`src/sfb_pkg.sv`:
```
// Package for the structure function binner: field widths, sizes, codes and
// the item and result struct types. No dependencies.
`timescale 1ns / 1ps

package sfb_pkg;

    localparam int COORD_BITS   = 10;
    localparam int NUM_BINS     = 2048;
    localparam int ADDR_BITS    = $clog2(NUM_BINS);

    localparam int BIN_BITS     = 11;
    localparam int REG_BITS     = 11;
    localparam int VALUE_BITS   = 16;
    localparam int MAG_BITS     = VALUE_BITS;
    localparam int SQ_BITS      = 2 * MAG_BITS;
    localparam int CSQ_BITS     = 2 * COORD_BITS;
    localparam int D2_BITS      = 2 * COORD_BITS + 1;
    localparam int ROOT_BITS    = COORD_BITS + 1;
    localparam int SUM_BITS     = 48;
    localparam int COUNT_BITS   = 32;

    localparam int CFG_IDX_BITS = 1;
    localparam logic [CFG_IDX_BITS-1:0] CFG_MAP_WIDTH  = 1'b0;
    localparam logic [CFG_IDX_BITS-1:0] CFG_MAP_HEIGHT = 1'b1;

    localparam logic OP_ACCUM = 1'b0;
    localparam logic OP_READ  = 1'b1;

    localparam logic [REG_BITS-1:0] MAP_SIZE_RESET = REG_BITS'(1024);

    typedef struct packed {
        logic                         op;
        logic [COORD_BITS-1:0]        x_a;
        logic [COORD_BITS-1:0]        y_a;
        logic signed [VALUE_BITS-1:0] value_a;
        logic [COORD_BITS-1:0]        x_b;
        logic [COORD_BITS-1:0]        y_b;
        logic signed [VALUE_BITS-1:0] value_b;
        logic [BIN_BITS-1:0]          bin_index;
    } sfb_item_t;

    typedef struct packed {
        logic [BIN_BITS-1:0]   bin;
        logic [SUM_BITS-1:0]   bin_sum;
        logic [COUNT_BITS-1:0] bin_count;
        logic                  out_of_map;
        logic                  saturated;
    } sfb_result_t;

endpackage

```
`src/sfb_isqrt.sv`:
```
// Iterative integer square root, one result bit per cycle (restoring method).
// Depends on sfb_pkg.
`timescale 1ns / 1ps

module sfb_isqrt (
    input  logic                          clk,
    input  logic                          rst_n,
    input  logic                          load,
    input  logic [sfb_pkg::D2_BITS-1:0]   radicand,
    output logic                          done,
    output logic [sfb_pkg::ROOT_BITS-1:0] root
);
    import sfb_pkg::*;

    localparam int PAD_BITS  = 2 * ROOT_BITS;
    localparam int REM_BITS  = ROOT_BITS + 3;
    localparam int STEP_BITS = $clog2(ROOT_BITS + 1);

    logic                 active_reg, active_next;
    logic                 done_reg, done_next;
    logic [STEP_BITS-1:0] steps_reg, steps_next;
    logic [PAD_BITS-1:0]  rad_reg, rad_next;
    logic [REM_BITS-1:0]  rem_reg, rem_next;
    logic [ROOT_BITS-1:0] root_reg, root_next;

    logic [REM_BITS-1:0]  shifted;
    logic [REM_BITS-1:0]  trial;

    assign shifted = {rem_reg[REM_BITS-3:0], rad_reg[PAD_BITS-1 -: 2]};
    assign trial   = REM_BITS'({root_reg, 2'b01});

    always_comb
    begin
        active_next = active_reg;
        done_next   = 1'b0;
        steps_next  = steps_reg;
        rad_next    = rad_reg;
        rem_next    = rem_reg;
        root_next   = root_reg;
        if (load)
        begin
            active_next = 1'b1;
            steps_next  = STEP_BITS'(ROOT_BITS);
            rad_next    = PAD_BITS'(radicand);
            rem_next    = '0;
            root_next   = '0;
        end
        else if (active_reg)
        begin
            rad_next   = {rad_reg[PAD_BITS-3:0], 2'b00};
            steps_next = steps_reg - 1'b1;
            if (shifted >= trial)
            begin
                rem_next  = shifted - trial;
                root_next = {root_reg[ROOT_BITS-2:0], 1'b1};
            end
            else
            begin
                rem_next  = shifted;
                root_next = {root_reg[ROOT_BITS-2:0], 1'b0};
            end
            if (steps_reg == STEP_BITS'(1))
            begin
                active_next = 1'b0;
                done_next   = 1'b1;
            end
        end
    end

    always_ff @(posedge clk or negedge rst_n)
    begin
        if (!rst_n)
        begin
            active_reg <= 1'b0;
            done_reg   <= 1'b0;
            steps_reg  <= '0;
        end
        else
        begin
            active_reg <= active_next;
            done_reg   <= done_next;
            steps_reg  <= steps_next;
        end
    end

    always_ff @(posedge clk)
    begin
        rad_reg  <= rad_next;
        rem_reg  <= rem_next;
        root_reg <= root_next;
    end

    assign done = done_reg;
    assign root = root_reg;

endmodule

```
`config.mk`:
```
export PLATFORM = sky130hd
export DESIGN_NAME = sfb_isqrt
export DESIGN_NICKNAME = d
export VERILOG_FILES = /design/src/sfb_pkg.sv /design/src/sfb_isqrt.sv
export SDC_FILE = /design/constraint.sdc
export NUM_CORES = 1
export LEC_CHECK = 0
export ABC_AREA = 1
export ABC_CLOCK_PERIOD_IN_PS = 2000
export BUFFER_PORTS_ARGS = -buffer_cell sky130_fd_sc_hd__buf_2
export CORE_MARGIN = 2
export CORE_UTILIZATION = 45
export CTS_CLUSTER_SIZE = 24
export DETAILED_ROUTE_END_ITERATION = 8
export SYNTH_ARGS = -nofsm -noshare
export SYNTH_HDL_FRONTEND = slang
export SYNTH_SLANG_ARGS = --single-unit
```
`constraint.sdc`:
```
create_clock -name clk -period 2 [get_ports clk]
set_input_delay 0.4 -clock clk [delete_from_list [all_inputs] [get_ports clk]]
set_output_delay 0.4 -clock clk [all_outputs]
set_load 0.1 [all_outputs]
```
==> key figures <==
Clock tree
  • CTS Root Cell: clkbuf_8
  • CTS tree: yes
  • CTS max path bufs: 2
  • Num CTS Buffers: 5
  • Clk sinks: 51
  • Reg clk slew, reported paths: 0.09 ns
  • Worst skew pair latency: 0.30 ns
  • Depth of the CTS H-tree: 2

Die
  • Rows: 28
  • Initial Utilization: 0.462
  • Area of the core: 0.00589 sq mm
  • Die height: 81.8 microns
  • IO Count: 36
  • Chip width: 81.8 microns
  • Die ar.: 0.00669 sq mm

Worst hold path
  • Min-Delay Path Class: in2reg

Logic synthesis
  • Register area share after synthesis: 0.463
  • Compound-Gate Fraction of Synth Area: 0.0768
  • Cell count after synthesis: 358
  • Most common cell in the synthesized netlist: nand2_1
  • Post-Syn Area: 0.00272 sq mm
  • Mux contribution to synthesized area: 0
  • Net count after synthesis: 397
  • EDFF count, synth: 21
  • Synth Warn #: 0
  • Ys flop type: dfxtp_1
  • Largest family of logic cells by synthesized area: simple AND/OR/NAND/NOR gates
  • Cell taking the most area after synthesis: edfxtp_1
  • Synth top area share: 0.232
  • Top cells by count, synth: 137 x nand2_1, 44 x inv_1, 24 x dfxtp_1
  • Adder-cell share of the synthesized area: 0.0690
  • Yosys cell types: 31
  • Syn Area/Cell: 7.60 sq um
  • Post-Synth XOR/XNOR Area: 0.0193
  • Largest cells by area after synthesis: edfxtp_1 23%, nand2_1 19%, dfxtp_1 18%
  • Async SR Flop Fraction: 0.118
  • Simple-gate share of the synthesized area: 0.285
  • Seq cells post-synth: 51

Cells and area
  • Fin nets: 451
  • Finished Cell Area: 0.00333 sq mm
  • Fillers: 575
  • Share of cells above drive strength 1: 0.208
  • Layout area overhead: 22.5%
  • Max FFs per register: 22
  • Diodes inserted: 0

Critical path
  • Critical Path RT: 2.21 ns
  • Ordered cell list for the critical path: inv_1 -> ha_1 -> nand2_1 -> nor3_4 -> buf_4 -> a21oi_4 -> buf_12 -> nand2_2 -> buf_4 -> nand2_1 -> nand3_1 -> nand2_1
  • Slowest-stage cell, CP: dfxtp_4
  • CP Launch Type: flop
  • Critical Path End Type: flop
  • CP arrival: 2.08 ns
  • CP most frequent cell: nand2_1
  • Critical path's largest stage delay: 0.35 ns
  • CP Class: reg2reg
  • CP max FO: 5

Drt
  • Via density: 4.80
  • Initial DRC Count: 89
  • Vias: 2341
  • Routed WL: 5960 microns
  • DRC viols: 0
  • Post-DRT Antenna Nets: 0
  • Drt first pass iters: 4
  • Average wire per standard cell: 12.2 microns

STA
  • Slack of the critical path: 0.126 ns
  • Relative slew margins: 0.674
  • Fmax: 0.534 GHz
  • Final hold vios: 0
  • Slew at the pin closest to its max-slew limit: 0.493 ns
  • Post-layout minimum cycle time: 1.87 ns
  • Final Hold Slack: 0.341 ns
  • Final setup violation count: 0
  • Clock Skew: 0.00378 ns
  • Period utilisation layout: 0.937
  • Slew Limit Fails: 0

GRT
  • Grt total ovfl: 0
  • Total GRT Usage: 0.193
  • First-pass GRT wire length: 9940 microns
  • Antenna violations before repair: 0
  • Largest net degree at the start of global routing: 33
  • Vias in the first global route: 2179

Run status
  • Status: complete, no violations

Pwr
  • Peak supply drop: 502 uV
  • Power Density: 1380 mW/mm^2
  • Pwr Total: 4.60 mW
  • Leak: 1.71 nW

Run
  • Max cap viols: 0

Placed design
  • Final GP Congestion: 0.840
  • Dpl ws: -0.0332 ns
  • Placed Area: 0.00311 sq mm
  • Detailed Place HPWL: 4060 microns
  • # port buffers: 35
==> final timing paths <==
path / cells after the start / slack (ns) / start / end
max in group asynchronous: 2 / 1.43 / rst_n / done
max: 12 / 0.13 / root[9] / rem_reg[7]
max reg2reg: 12 / 0.13 / root[9] / rem_reg[7]
min in group asynchronous: 2 / 0.43 / rst_n / steps_reg[3]
min: 2 / 0.34 / load / done
min reg2reg: 2 / 0.47 / rem_reg[10] / rem_reg[10]
==> layout make-up <==
cell class              count  area, sq um  area share
inverters                  47          176      0.0529
repair buffers             56          360       0.108
well taps                  75         93.8      0.0282
clock buffers               6         72.6      0.0218
multi-input cells         251         1310       0.393
clock inverters             2         16.3     0.00488
flip-flops and latches     51         1300       0.391
==> cell usage in the layout, fill, tap and decap left out, types with 4 or more instances in the layout <==
cell	n
dfrtp_1	6
a21oi_1	8
clkbuf_8	5
nand2_1	135
nand3_1	19
nand2_4	4
dfxtp_1	13
ha_1	13
or2_1	4
dfxtp_4	11
edfxtp_1	21
nor2_1	23
inv_1	44
xor2_1	5
buf_4	18
o21ai_0	8
o22ai_1	10
buf_2	35
==> layer usage <==
metal | share of wire | wire length [microns] | GRT usage
met4 | 0.017 | 99 | 0.0517
met1 | 0.47 | 2820 | 0.249
met2 | 0.46 | 2740 | 0.328
met3 | 0.049 | 292 | 0.0418
met5 | 0 | 0 | 0
==> report_power, final <==
part	internal, mW	leakage (nW)	switching [mW]
registers	1.26	0.505	0.129
logic	1.05	1.16	1.54
clock network	0.252	0.0418	0.353
==> through the flow <==
step,utilization,instances,TNS [ns]
2_1_floorplan,-,358,0
3_3_place_gp,0.528,472,-0.0356
3_5_place_dp,0.528,472,-0.0332
4_1_cts,0.546,481,0
5_1_grt,0.566,488,-0.0285
6_report,0.566,488,0
==> timing repair <==
item / in CTS / in global routing
gates cloned: 0 / 3
pin swaps: 0 / 5
endpoints found under the hold margin: 6 / 0
endpoints found under the setup margin: 3 / 12
buffers inserted: 0 / 4
resized for setup: 1 / 11
hold buffers: 1 / 0
==> worst max-delay path, delay by kind of cell, from the launching register on <==
kind	cells	cell delay, ns
and+or+nand+nor	6	0.57
buffers and inverters	4	0.47
DFF	1	0.35
adders and majority gates	1	0.33
AOI/OAI and AO/OA	1	0.05
==> kinds of logic (layout without fill, tap and decap cells) <==
group           Yosys count  count (layout)
xor+xnor                  6               6
flops                    51              51
fa+ha+maj                15              15
buf+inv                  59             111
compound gates           36              36
simple gates            191             194
(Power assumes the default switching activity.)
