**src/sfb_ram.sv**
```systemverilog
// Generic single-port-write, single-port-read synchronous RAM with registered read data.
// No dependencies.
`timescale 1ns / 1ps

module sfb_ram #(
    parameter int WIDTH = 8,
    parameter int DEPTH = 16
) (
    input  logic                     clk,
    input  logic                     wr_en,
    input  logic [$clog2(DEPTH)-1:0] wr_addr,
    input  logic [WIDTH-1:0]         wr_data,
    input  logic                     rd_en,
    input  logic [$clog2(DEPTH)-1:0] rd_addr,
    output logic [WIDTH-1:0]         rd_data
);

    logic [WIDTH-1:0] mem [DEPTH];

    always_ff @(posedge clk)
    begin
        if (wr_en)
        begin
            mem[wr_addr] <= wr_data;
        end
    end

    always_ff @(posedge clk)
    begin
        if (rd_en)
        begin
            rd_data <= mem[rd_addr];
        end
    end

endmodule

```
**config.mk**
```make
export PLATFORM = sky130hd
export DESIGN_NAME = sfb_ram
export DESIGN_NICKNAME = d
export VERILOG_FILES = /design/src/sfb_ram.sv
export SDC_FILE = /design/constraint.sdc
export NUM_CORES = 1
export LEC_CHECK = 0
export ABC_AREA = 1
export BUFFER_PORTS_ARGS = -buffer_cell sky130_fd_sc_hd__buf_2
export CORE_UTILIZATION = 40
export CTS_CLUSTER_DIAMETER = 200
export DETAILED_ROUTE_END_ITERATION = 10
export GPL_TIMING_DRIVEN = 0
export SLEW_MARGIN = 20
export SYNTH_ARGS = -nofsm -noshare
export SYNTH_HDL_FRONTEND = slang
export SYNTH_SLANG_ARGS = --single-unit
```
**constraint.sdc**
```tcl
create_clock -name clk -period 1.97 [get_ports clk]
set_clock_uncertainty 0.15 [all_clocks]
set_input_delay 0.0985 -clock clk [delete_from_list [all_inputs] [get_ports clk]]
set_output_delay 0.0985 -clock clk [all_outputs]
set_load 0.005 [all_outputs]
```
==> qor.txt, run 1 <==
Design area: 6880 um2
Leading post-synthesis cells by cell area: edfxtp_1, nand2_1, nand3_1
Final Cycle Share: 67.7%
Crit path max fanout: 8
Post-Syn Instances: 551
GRT Total Usage: 21.2%
Synth Register Bits: 136
Via count: 3873
Share of layout cells above drive strength 1: 12.7%
Hold path depth: 1
Die area: 15100 um2
CTS buffer count: 17
Post-CTS sizing: 0
H-tree depth: 4
Global-route wire length before repair: 22000 um
NumNets Final: 620
Via density: 4.88
DR WL/cell: 18.1 um
# hold bufs at CTS: 8
Asr flop ratio synth: 0%
Mapped Nets: 570
TritonCTS clock tree: done
Vias in the first global route: 3723
Cell taking the most area after synthesis: edfxtp_1
Crit path required time: 1870 ps
Post-CTS Setup Repair Bufs: 0
DR DRC count: 0
Ys flop type: edfxtp_1
Multi-input logic area: 1210 um2
Starting Density: 41.5%
Core Rows: 43
Die Height: 123 um
Clk sink count: 136
Pwr Density: 1020 nW/um2
CTS clock-pin slew for the worst setup and hold paths: 60 ps
Drt total wl: 14300 um
Max Cap Viol: 0
Final setup vio count: 0
Crit end category: flop
R2R depth: 6
Pleak: 0.00295 uW
Share of the synthesized area in the top cell type: 69.8%
Yosys cell types: 11
Drt first pass iters: 5
R2R Setup Slk: 640 ps
Crit Reg-Reg Endpoint: rd_data[0]$_DFFE_PP_
Final Slew Violations: 0
Clock Tree Buf Depth: 2
Sequential area share after synthesis: 69.8%
Setup CP Type: primary input to flop
Critical R2R Launch: mem[6][0]$_DFFE_PP_
RSZ-0062 raised after global routing: false
DR iter-0 viols: 361
Area grow syn2layout: 17.7%
Layout fillers: 1272
Slew @ Worst Pin: 940 ps
Slew HR: 37.1%
Fin crit period: 1330 ps
Hold endpoint: mem[2][0]$_DFFE_PP_
Status: finished with violations
Initial antenna violation count: 0
PortBufs: 23
Post-synth EDFFs: 136
Core area: 14100 um2
Synth Warn #: 0
Hpwl dp: 9370 um
DP Area: 6190 um2
Avg Cell Area, Syn: 10.6 um2
Critical Path Source Type: primary input
Critical Path AT: 1230 ps
Min-Delay Path Class: primary input to flop
Violations in the final reports: hold timing
Max Freq: 0.750 GHz
I/O Pins: 27
Cell with the most instances after synthesis: nand2_1
TNS Setup: 0 ps
HP Start: wr_data[0]
Top cells by instance count after synthesis: nand2_1, edfxtp_1, inv_1, nand3_1, nor2_1
Antenna Nets Post-Route: 0
Synthesized cell area: 5850 um2
Register area: 4080 um2
Ant. Diodes: 0
Max VDD drop: 0.000639 V
GPL Wtd Cong: 0.893
Final hold violation count: 7
Die X-Extent: 123 um
Worst hold slack: -2.92 ps
GRT overflow: 0
Worst-Skew Late Latency: 430 ps
CTS root buffer: clkbuf_16
Largest net degree at the start of global routing: 17
[per-layer routing]
| metal | vias up | wire length [um] | track usage [%] |
|---|---|---|---|
| li1 | 1879 | - | - |
| met1 | 1857 | 6640 | 29.8 |
| met2 | 120 | 6660 | 32.4 |
| met3 | 17 | 875 | 4.80 |
| met4 | 0 | 182 | 7.09 |
| met5 | - | 0 | 0 |
[registers in the layout, summed over array words and instances (netlist names)]
signal,cells
rd_data,8
mem,128
[power breakdown]
part	leakage, uW	internal [uW]	total, uW	switching (uW)
Combinational	0.00142	132	433	302
Clock	0.000289	2100	3300	1190
Sequential	0.00124	3260	3280	14.7
Total	0.00295	5500	7010	1510
[critical path: stages]
cell      delay [ps]
buf_2            110
nand3b_1         250
nor2_1           760
[logic make-up after synthesis]
logic type | share of synthesized area, %
AND/OR/NAND/NOR | 20.8
flip-flops | 69.8
buffers and inverters | 9.39
[cells in the final DEF (no fill, tap or decap), types with 4 or more instances in the layout]
cell           synthesis  routed
bufinv_16              0       4
buf_6                  6       6
clkinv_2               0       4
buf_2                 13      36
clkinvlp_4             0       4
buf_4                  4       4
dlygate4sd3_1          0       8
clkbuf_16              0      17
inv_1                100     100
edfxtp_1             136     136
nand2_1              173     173
nand3_1               97      97
nor2_1                17      17
[final cells by class]
cell class	instances	area share [%]
Buffer	24	2.42
Clock buffer	19	6.29
Multi-Input combinational cell	289	17.6
Timing Repair Buffer	31	2.84
Sequential cell	136	59.4
Clock inverter	13	2.60
Tap cell	180	3.27
Inverter	102	5.57
[stage by stage]
stage	util (%)	hold WS [ps]	setup WS [ps]	total power [uW]	std cells
4_1_cts	48.8	25.6	649	7030	794
3_3_place_gp	43.9	279	225	3750	754
5_1_grt	48.8	14.4	556	7200	794
3_5_place_dp	43.9	298	206	3760	754
2_1_floorplan	-	47.4	771	3560	551
6_report	48.8	-2.92	637	7010	794
[worst max-delay path by stage]
| stage | from | to | cells after the start |
|---|---|---|---|
| after floorplan | wr_addr[2] | mem[10][0]$_DFFE_PP_ | 2 |
| after global placement | wr_addr[3] | mem[4][1]$_DFFE_PP_ | 3 |
| after detailed placement | wr_addr[3] | mem[5][3]$_DFFE_PP_ | 3 |
| after CTS | mem[7][3]$_DFFE_PP_ | rd_data[3]$_DFFE_PP_ | 6 |
| after global routing | mem[7][0]$_DFFE_PP_ | rd_data[0]$_DFFE_PP_ | 6 |
| final | wr_addr[3] | mem[5][5]$_DFFE_PP_ | 3 |
Power figures use the tool's default switching activity.
==> run 2: changes to the inputs <==
Clock period 1.97 ns to 1.2 ns, I/O delays scaled along.
==> run 2 against run 1 <==
  * The run ends with setup timing left
  * Die area stayed put
  * Sequential power is 64% higher
  * Clock power is 64% higher
  * Combinational power is 93% higher
  * Count of clock-buffer cells in the layout stayed put
  * First-iteration DRC count is 3.0% lower
==> qor.txt, run 2 (synthesis results as in run 1) <==
Status: finished with violations
Violations in the final reports: setup timing
Max Cap Viol: 0 (unchanged)
GPL Wtd Cong: 0.893 (unchanged)
Max Freq: 0.798 GHz
Ant. Diodes: 0 (unchanged)
Worst-Skew Late Latency: 430 ps (about the same)
Crit Reg-Reg Endpoint: rd_data[4]$_DFFE_PP_
Global-route wire length before repair: 22400 um (+1.8%)
Hpwl dp: 9370 um (unchanged)
Number of flip-flops in the largest register: 128 (unchanged)
TritonCTS clock tree: done
Hold path depth: 4 (+3)
RSZ-0062 raised after global routing: true
GRT overflow: 0 (unchanged)
Fin crit period: 1250 ps
Slew HR: 48.0% (+11 points)
Most flop-heavy register: mem
Drt total wl: 14700 um (+2.2%)
Critical R2R Launch: mem[1][4]$_DFFE_PP_
Min-Delay Path Class: primary input to flop
Core area: 14100 um2 (unchanged)
Most frequent cells in the layout: nand2_1, edfxtp_1, inv_1, nand3_2, nand3_1
Core Util, Final: 51.7% (+2.9 points)
Antenna Nets Post-Route: 0 (unchanged)
Die area: 15100 um2 (unchanged)
Slew @ Worst Pin: 777 ps (-163 ps)
Area grow syn2layout: 24.6%
Share of layout cells above drive strength 1: 28.9% (+16 points)
Via count: 3944 (+1.8%)
Core Rows: 43 (unchanged)
Max VDD drop: 0.00104 V (+63%)
Design Power: 11600 uW (+66%)
Clock Tree Buf Depth: 2 (unchanged)
DR WL/cell: 18.5 um (+2.1%)
Pwr Density: 1600 nW/um2 (+57%)
DR DRC count: 0 (unchanged)
Die X-Extent: 123 um (unchanged)
Pleak: 0.00307 uW (+4.3%)
Vias in the first global route: 3801 (+2.1%)
GRT Total Usage: 21.5% (+0.28 points)
R2R Setup Slk: -50 ps (-690 ps)
NumNets Final: 621 (+0.16%)
CTS root buffer: clkbuf_16
Via density: 4.96 (+1.7%)
CTS buffer count: 17 (unchanged)
H-tree depth: 4 (unchanged)
Setup CP Type: flop to flop
Final Cycle Share: 104%
Crit end category: flop
CTS clock-pin slew for the worst setup and hold paths: 60 ps (about the same)
R2R depth: 6 (unchanged)
Crit path max fanout: 1 (-7)
DP Area: 6190 um2 (unchanged)
Worst Setup SP: mem[1][4]$_DFFE_PP_
Clk sink count: 136 (unchanged)
Final Slew Violations: 0 (unchanged)
Initial antenna violation count: 0 (unchanged)
DR iter-0 viols: 350 (-3.0%)
Design area: 7290 um2 (+5.9%)
Starting Density: 41.5% (unchanged)
Biggest regs: mem: 128 flops, rd_data: 8 flops
Final WS setup: -52.6 ps (-690 ps)
Final setup vio count: 8 (+8)
PortBufs: 23 (unchanged)
Die Height: 123 um (unchanged)
TNS Setup: -266 ps (-266 ps)
Critical Path AT: 1280 ps (+50 ps)
Commonest non-fill, non-tap cell in the layout: nand2_1
I/O Pins: 27 (unchanged)
Largest net degree at the start of global routing: 17 (unchanged)
Drt first pass iters: 5 (unchanged)
Crit path required time: 1220 ps (-650 ps)
CP endpoint: rd_data[4]$_DFFE_PP_
Post-CTS Setup Repair Bufs: 0 (unchanged)
Critical Path Source Type: flop
Final hold violation count: 0 (-7)
==> run 2: cell type report <==
class                   instances  area [um2]
repair buffers                 32         205
clock buffers                  19         433
flip-flops and latches        136        4080
multi-input cells             289        1610
fillers                      1231        6810
clock inverters                13         179
plain buffers                  24         166
well taps                     180         225
inverters                     102         383
==> run 2: what timing repair did <==
item / CTS / global route
hold buffers: 9 / 0
pin swaps: 10 / 20
endpoints found under the hold margin: 136 / 0
resized for setup: 36 / 64
endpoints found under the setup margin: 43 / 59
==> run 2: worst min-delay path by stage <==
stage | start | end
6_report | rd_addr[2] | rd_data[1]$_DFFE_PP_
5_1_grt | rd_addr[2] | rd_data[1]$_DFFE_PP_
4_1_cts | rd_addr[2] | rd_data[3]$_DFFE_PP_
3_5_place_dp | rd_en | rd_data[5]$_DFFE_PP_
3_3_place_gp | rd_en | rd_data[3]$_DFFE_PP_
2_1_floorplan | wr_data[0] | mem[0][0]$_DFFE_PP_
==> run 2: routing by layer <==
metal  global-route usage [%]  vias up  wire length [um]
met3                     4.98       19               878
met2                     33.4      126              7080
met1                     29.7     1915              6500
met4                     7.16        0               220
met5                        0        -                 0
li1                         -     1884                 -
==> run 2: critical path: stages, from the launching register on <==
cell and delay (ps):
edfxtp_1 370, inv_1 60, nand2_1 60, nand3_1 120
nand3_2 80, nand3_2 80, nand2_2 80
==> run 2: stage by stage <==
step | setup slack (ps) | cells | hold slack (ps)
after global placement | -506 | 754 | 241
after CTS | -52.4 | 795 | 5.68
final | -52.6 | 795 | 15.4
after floorplan | 39.2 | 551 | 8.87
after global routing | -106 | 795 | 34.8
after detailed placement | -525 | 754 | 260
==> run 2: power by group <==
part | switching (uW) | leakage [uW] | total [uW] | internal, uW
Sequential | 24.4 | 0.00124 | 5380 | 5350
Combinational | 575 | 0.00155 | 836 | 262
Clock | 1960 | 0.000289 | 5410 | 3460
==> run 3: changes to the inputs <==
Settings changed: ABC_AREA 1 to default.
==> run 3 against run 2 <==
  * The flow still finishes with violations (setup timing)
  * Count of clock-buffer cells in the layout shrank 2
  * Sequential cell count stayed put
  * Routed wire length down 33%
  * Synthesized area fell by 11%
  * Utilization shrank 0.82 points
  * Fmax decreased by 22%
  * Largest power group unchanged
==> qor.txt, run 3 <==
Largest net degree at the start of global routing: 17 (unchanged)
Slew HR: 48.9% (+0.88 points)
Crit end category: flop
GPL Wtd Cong: 0.682 (-24%)
CTS buffer count: 17 (unchanged)
Critical Path Max Stage Delay: 520 ps (+150 ps)
Wire length on met1: 4520 um (-30%)
Crit path required time: 1220 ps (about the same)
Starting Density: 41.3% (-0.22 points)
Routed wl met3: 520 um (-41%)
Fin crit period: 1600 ps (+344 ps)
Ant. Diodes: 0 (unchanged)
TNS Setup: -2940 ps (-2670 ps)
Drt first pass iters: 4 (-1)
Via count: 2394 (-39%)
Post-synth EDFFs: 136 (unchanged)
Biggest regs: mem: 128 flops, rd_data: 8 flops
Critical Path Source Type: flop
Vias in the first global route: 2488 (-35%)
CTS clock-pin slew for the worst setup and hold paths: 60 ps (about the same)
Pwr Density: 1830 nW/um2 (+15%)
Sequential area share after synthesis: 78.1% (+8.3 points)
Max Cap Viol: 0 (unchanged)
Die Height: 116 um (-5.4%)
Global-route wire length before repair: 14800 um (-34%)
Commonest non-fill, non-tap cell in the layout: edfxtp_1
Number of flip-flops in the largest register: 128 (unchanged)
Min-Delay Path Class: primary input to flop
CP Depth: 3 (-3)
Avg Cell Area, Syn: 22.8 um2 (+120%)
GRT Total Usage: 16.5% (-5.0 points)
Critical Path AT: 1620 ps (+340 ps)
Via density: 5.12 (+3.1%)
Clk sink count: 136 (unchanged)
Violations in the final reports: setup timing
I/O Pins: 27 (unchanged)
NumNets Final: 302 (-51%)
Post-Syn Instances: 229 (-58%)
Clock Tree Buf Depth: 2 (unchanged)
DR iter-0 viols: 160 (-54%)
Non-Filler Instances: 468 (-41%)
Worst-Skew Late Latency: 420 ps (about the same)
Ys flop type: edfxtp_1
Final WS setup: -396 ps (-344 ps)
Core area: 12700 um2 (-10%)
Final Slew Violations: 0 (unchanged)
Top cells by instance count after synthesis: edfxtp_1, mux4_2, a22oi_1, mux4_1, nor2_1
Drt total wl: 9890 um (-33%)
CTS root buffer: clkbuf_16
DR WL/cell: 21.1 um (+14%)
Core Rows: 41 (-4.7%)
Final setup vio count: 8 (unchanged)
Synth Register Bits: 136 (unchanged)
PortBufs: 25 (+8.7%)
Asr flop ratio synth: 0% (unchanged)
GRT overflow: 0 (unchanged)
Die X-Extent: 116 um (-5.4%)
Cell taking the most area after synthesis: edfxtp_1
CP Buf/Inv Count: 0 (-1)
Yosys cell types: 18 (+7)
Setup CP Type: flop to flop
Mapped Nets: 248 (-56%)
Die area: 13500 um2 (-10%)
RSZ-0062 raised after global routing: true
Highest routing layer actually used: met4
Slowest cell on the critical path: mux4_2
Crit path max-delay family: multiplexers
Crit path max fanout: 1 (unchanged)
Leading post-synthesis cells by cell area: edfxtp_1, mux4_2, mux4_1
Pleak: 0.00209 uW (-32%)
Max Freq: 0.626 GHz (-22%)
Share of layout cells above drive strength 1: 41.2% (+12 points)
Critical path, cell by cell: mux4_2 > a22oi_1 > nand2_1
Most flop-heavy register: mem
Max VDD drop: 0.000689 V (-34%)
R2R depth: 3 (-3)
Final hold violation count: 0 (unchanged)
Cell with the most instances after synthesis: edfxtp_1
H-tree depth: 4 (unchanged)
Final Cycle Share: 133% (+29 points)
Hold path depth: 2 (-2)
Share of the synthesized area in the top cell type: 78.1% (+8.3 points)
Placed cells: 426 (-44%)
Initial antenna violation count: 0 (unchanged)
DR DRC count: 0 (unchanged)
Synthesized cell area: 5230 um2 (-11%)
Area grow syn2layout: 23.3%
Slew @ Worst Pin: 764 ps (-13.2 ps)
Antenna Nets Post-Route: 0 (unchanged)
TritonCTS clock tree: done
Most frequent cells in the layout: edfxtp_1, mux4_2, buf_2, clkbuf_16, a22oi_1
Status: finished with violations
Hpwl dp: 6370 um (-32%)
Routed wl met2: 4700 um (-34%)
Synth Warn #: 0 (unchanged)
==> run 3: cell count changes after synthesis, moves of 4 or more <==
| cell | previous run | this run |
|---|---|---|
| nand2_1 | 173 | 9 |
| nand3_1 | 97 | 1 |
| a22oi_1 | 0 | 16 |
| mux4_2 | 0 | 18 |
| mux4_1 | 0 | 14 |
| nor3_1 | 0 | 4 |
| buf_2 | 13 | 3 |
| nor2_1 | 17 | 13 |
| inv_1 | 100 | 0 |
==> run 3: report_power, final <==
| part | internal, uW | switching (uW) | total [uW] | leakage [uW] |
|---|---|---|---|---|
| Sequential | 5350 | 22.3 | 5380 | 0.00124 |
| Clock | 3900 | 1960 | 5860 | 0.000316 |
| Combinational | 255 | 321 | 576 | 0.000533 |
==> run 3: metrics by stage <==
step | total power, uW | utilization, % | instance area [um2] | hold slack (ps) | worst slack (ps)
global route | 12100 | 50.9 | 6450 | 31.8 | -448
floorplan | 5780 | - | 5260 | 8.87 | -216
CTS | 11900 | 50.6 | 6410 | -9.55 | -418
finish | 11800 | 50.9 | 6450 | 22.3 | -396
global placement | 6000 | 44.2 | 5600 | 251 | -516
detailed placement | 6020 | 44.2 | 5600 | 248 | -511
==> run 3: worst paths after layout <==
kind,slack [ps],startpoint,end
setup reg to reg,-400,mem[7][1]$_DFFE_PP_,rd_data[1]$_DFFE_PP_
hold / removal,20,wr_addr[1],mem[4][6]$_DFFE_PP_
hold reg to reg,620,mem[11][3]$_DFFE_PP_,rd_data[3]$_DFFE_PP_
setup / recovery,-400,mem[7][1]$_DFFE_PP_,rd_data[1]$_DFFE_PP_
==> run 3: cells by family (layout without fill, tap and decap cells) <==
family / Yosys count / in the layout / share of synthesized area [%]
AOI/OAI and AO/OA: 16 / 16 / 2.30
muxes: 32 / 32 / 14.8
and+or+nand+nor: 35 / 35 / 3.14
DFF: 136 / 136 / 78.1
buffers and inverters: 10 / 77 / 1.65
==> run 3: worst reg2reg max path, cell delays in order, from the launching register on <==
cell	delay (ps)
edfxtp_1	360
mux4_2	520
a22oi_1	230
nand2_1	80
==> run 3: routing by layer <==
metal | up-vias | track usage [%]
met5 | - | 0
li1 | 1078 | -
met2 | 65 | 25.2
met1 | 1240 | 22.0
met3 | 11 | 5.35
met4 | 0 | 6.92
==> run 3: layout make-up <==
| cell class | count | area, um2 |
|---|---|---|
| timing repair buffer | 35 | 235 |
| clock inverter | 15 | 250 |
| tap | 172 | 215 |
| clock buffer | 17 | 425 |
| fill | 1029 | 6220 |
| buffer | 10 | 120 |
| sequential | 136 | 4080 |
| multi-input combinational | 83 | 1120 |
==> run 3: timing repair <==
item                                    4_1_cts  5_1_grt
endpoints found under the setup margin       64       32
hold endpoints to repair                    152        0
hold buffers                                  9        0
resized for setup                            13        3
pin swaps                                     1        1
setup buffers                                 0        1
